**config.mk**
```make
export PLATFORM = sky130hd
export DESIGN_NAME = sfc_ram
export DESIGN_NICKNAME = d
export VERILOG_FILES = /design/src/rtl/sfc_ram.sv
export SDC_FILE = /design/constraint.sdc
export NUM_CORES = 2
export LEC_CHECK = 0
export ABC_AREA = 1
export BUFFER_PORTS_ARGS = -buffer_cell sky130_fd_sc_hd__clkbuf_2
export CAP_MARGIN = 20
export CORE_MARGIN = 2
export CORE_UTILIZATION = 40
export DETAILED_ROUTE_END_ITERATION = 8
export GPL_ROUTABILITY_DRIVEN = 0
export PLACE_DENSITY = 0.6
export SLEW_MARGIN = 20
export SYNTH_ARGS = -nofsm -noshare
export SYNTH_HDL_FRONTEND = slang
export SYNTH_SLANG_ARGS = --single-unit
```
**constraint.sdc**
```tcl
create_clock -name clk -period 3.6 [get_ports clk]
set_input_delay 0.72 -clock clk [delete_from_list [all_inputs] [get_ports clk]]
set_output_delay 0.72 -clock clk [all_outputs]
set_load 0.01 [all_outputs]
```
**src/rtl/sfc_ram.sv**
```systemverilog
`timescale 1ns / 1ps
// simple dual-port RAM, registered read (old data on same-address write)
module sfc_ram #(
	parameter int WIDTH = 8,
	parameter int DEPTH = 256
) (
	input  logic                     clk,
	input  logic                     we,
	input  logic [$clog2(DEPTH)-1:0] waddr,
	input  logic [WIDTH-1:0]         wdata,
	input  logic [$clog2(DEPTH)-1:0] raddr,
	output logic [WIDTH-1:0]         rdata
);

	logic [WIDTH-1:0] mem [DEPTH];

	always_ff @(posedge clk) begin
		if (we) begin
			mem[waddr] <= wdata;
		end
		rdata <= mem[raddr];
	end

endmodule
```
==> summary.md <==
| Metric | Value |
|---|---|
| Status | `finished clean` |
| Sequential cell area | `roughly 0.062 sq mm` |
| Layout Skew | `between 30 and 40 ps` |
| Vias after detailed routing | `55.50k` |
| Final Hold Vio Count | `0` |
| CTS tree | `yes` |
| Area of the multi-input gates | `0.01915 sq mm` |
| CTS sink cnt | `2056` |
| VDD IR max | `around 0.55 mV` |
| Grt ovf | `0` |
| Rows | `around 170` |
| Wire length per cell | `23.58 um` |
| Post-Syn Area | `0.08340 sq mm` |
| Mux contribution to synthesized area | `0%` |
| Pre-Repair DR Iteration Count | `6` |
| Syn avg cell area | `11.91 sq um` |
| Final setup violation count | `0` |
| Reg clk slew, reported paths | `~60 ps` |
| Core area | `between 0.2 and 0.25 sq mm` |
| Period utilization | `between 70% and 80%` |
| H-Tree Depth | `4` |
| Pwr Total | `around 50 mW` |
| Hold crit path type | `primary input to register` |
| Clock root cell | `clkbuf_16` |
| Crit path buf inv count | `4` |
| Port-buffer cells | `33` |
| Cell chain of the critical path | `buf_8 > inv_16 > buf_4 > buf_4 > nand2_1 > nand3_1 > nand3_1 > nand3_1 > nand3_1 > nand3_1 > nand3_1 > nand2_1 > nand2_1 > nand2_1` |
| Largest family of logic cells by synthesized area | `simple AND/OR/NAND/NOR gates` |
| Clock Latency Late Sink | `around 850 ps` |
| Post-Synth Adder-Cell Area | `0%` |
| Worst reg2reg path depth | `10` |
| Sequential area share after synthesis | `73.94%` |
| Share of cells above drive strength 1 | `9.729%` |
| Slew Viols, Final | `0` |
| Yosys Warn Count | `0` |
| Gr usage total | `between 20 and 25%` |
| Post-synth cell types | `14` |
| Max-slew headroom | `between 30% and 40%` |
| Min Clock Period, post-route | `about 2700 ps` |
| DIE WIDTH | `about 460 um` |
| Post-CTS Setup Bufs | `0` |
| Die area | `roughly 0.21 sq mm` |
| Complex-gate fraction of the synthesized area | `0%` |
| CP max stage delay | `between 500 and 600 ps` |
| Die Y | `roughly 460 um` |
| I/O Pins | `34` |
| Critical Path RT | `4380 ps` |
| Initial antenna violation count | `12` |
| CP Class | `primary input to register` |
| Vias in the first global route | `~53k` |
| CP max FO | `between 70 and 80` |
| Nets | `7186` |
| Worst-case clock buffer depth | `3` |
| HP Start | `wdata[4]` |
| First-pass GRT wire length | `approximately 360000 um` |
| Initial Util | `~40%` |
| CP max-delay cell | `buf_4` |
| Top delay family on crit path | `simple AND/OR/NAND/NOR gates` |
| Setup TNS Final | `0 ps` |
| Hpwl dp | `142600 um` |
| Slew @ Worst Pin | `1024 ps` |
| CTS-repair resized insts | `0` |
| RSZ-0062 raised after global routing | `false` |
| Static leakage | `33.22 nW` |
| Crit Reg-Reg Endpoint | `rdata[1]` |
| Seq cells post-synth | `2056` |
| Largest net degree at the start of global routing | `between 150 and 200` |
| Via density | `between 5 and 6` |
| DRC violations left | `0` |
| Fmax | `about 370 MHz` |
| Pwr dens | `approximately 530 mW/mm^2` |
| Util after Layout | `~46%` |
| Area delta synth->final | `14.02%` |
| R2R Path Start | `mem[47][1]` |
| Filler cells | `18.56k` |
| Post-route antenna net violation count | `0` |
| Syn nets | `7029` |
| Synth Area in XOR/XNOR | `0%` |
| Maxcap violations | `0` |
| Hold depth | `1` |
| CTS buffer count | `around 210` |
| Crit path capture type | `register` |
| CP arrival | `roughly 3500 ps` |
| Total Wirelength | `approximately 240000 um` |
| Mapped Cells | `about 7.0k` |
| DR iter-0 viols | `6344` |
| Hold Path End | `mem[197][4]` |
| Critical path's most frequent cell | `nand3_1` |
| Hold buffers post-CTS | `0` |
| Simple-gate area share of the yosys netlist | `a little under a quarter` |
| CP Launch Type | `primary input` |
| Flop2flop setup slack | `~1500 ps` |
worst reg2reg max path, stage by stage (launching register included):
cell      delay, ps
edfxtp_1        360
nand2_1          70
nand3_1          80
nand3_1         130
nand3_1         140
nand3_1         360
nand3_1         380
nand3_1         170
nand2_1          70
nand2_1         130
nand2_1          70
metrics by stage:
| stage | area (sq um) | setup slack, ps | cells | hold WS [ps] |
|---|---|---|---|---|
| floorplan | 83400 | 1389 | 7003 | 818.9 |
| global placement | 88600 | 57.64 | 9737 | 984.7 |
| detailed placement | 88600 | 64.96 | 9737 | 955.6 |
| CTS | 95060 | 938.6 | 10130 | 159.5 |
| global route | 95080 | 796.1 | 10140 | 180.3 |
| finish | 95090 | 878.4 | 10140 | 217.6 |
per-layer routing:
metal / up-vias / global-route usage [%] / share of wire [%]
met3: 418 / 3.519 / 7.6
met2: 2374 / 35.74 / 47
li1: 25210 / - / -
met1: 27500 / 30.83 / 42
met4: 0 / 8.608 / 3.6
met5: - / 0 / 0
cells in the mapped netlist, drive strengths merged:
master / number / area share, %
buf: 371 / 2.4
clkbuf: 112 / 0.50
dfxtp: 8 / 0.19
edfxtp: 2048 / 74
inv: 39 / 0.18
nand2: 2123 / 9.6
nand3: 2019 / 12
nor2: 283 / 1.3
cells in the final DEF (no fill, tap or decap), drive strengths merged:
cell type and instances:
diode 11, clkbuf 294, edfxtp 2048, dfxtp 8
buf 409, inv 48, clkinvlp 4, nand2 2123
clkinv 90, bufinv 13, nor2 283, nand3 2019
cells by family (layout without fill, tap and decap cells):
kind of cell,after synthesis,after routing
flops,2056,2056
buf+inv,522,858
other cells,0,11
simple gates,4425,4425
power breakdown:
group	leakage, nW	internal [mW]	total, mW	switching, mW
Combinational	11.6	0.807	3.18	2.37
Sequential	18.5	26.4	26.4	0.0371
Clock	3.15	11.7	20.7	9.02
Total	33.2	38.9	50.3	11.4
worst max path at each step:
| stage | start | endpoint | slack, ps | cells past startpoint |
|---|---|---|---|---|
| 4_1_cts | raddr[0] | rdata[3] | 940 | 14 |
| 6_report | raddr[0] | rdata[3] | 880 | 14 |
| 3_5_place_dp | raddr[0] | rdata[3] | 60 | 14 |
| 5_1_grt | raddr[0] | rdata[5] | 800 | 13 |
| 2_1_floorplan | we | mem[162][0] | 1390 | 4 |
| 3_3_place_gp | raddr[0] | rdata[3] | 60 | 14 |
state kept, by name, summed over array words and instances (netlist names):
signal,flops
mem,2048
rdata,8
area by class of cell:
cell class	count	share of cell area (%)
Timing Repair Buffer	429	4.330
Antenna cell	11	0.02895
Tap cell	2788	3.668
Inverter	39	0.1895
Clock buffer	274	5.824
Clock inverter	116	0.9789
Multi-Input combinational cell	4425	20.14
Sequential cell	2056	64.84
(Power assumes the default switching activity.)
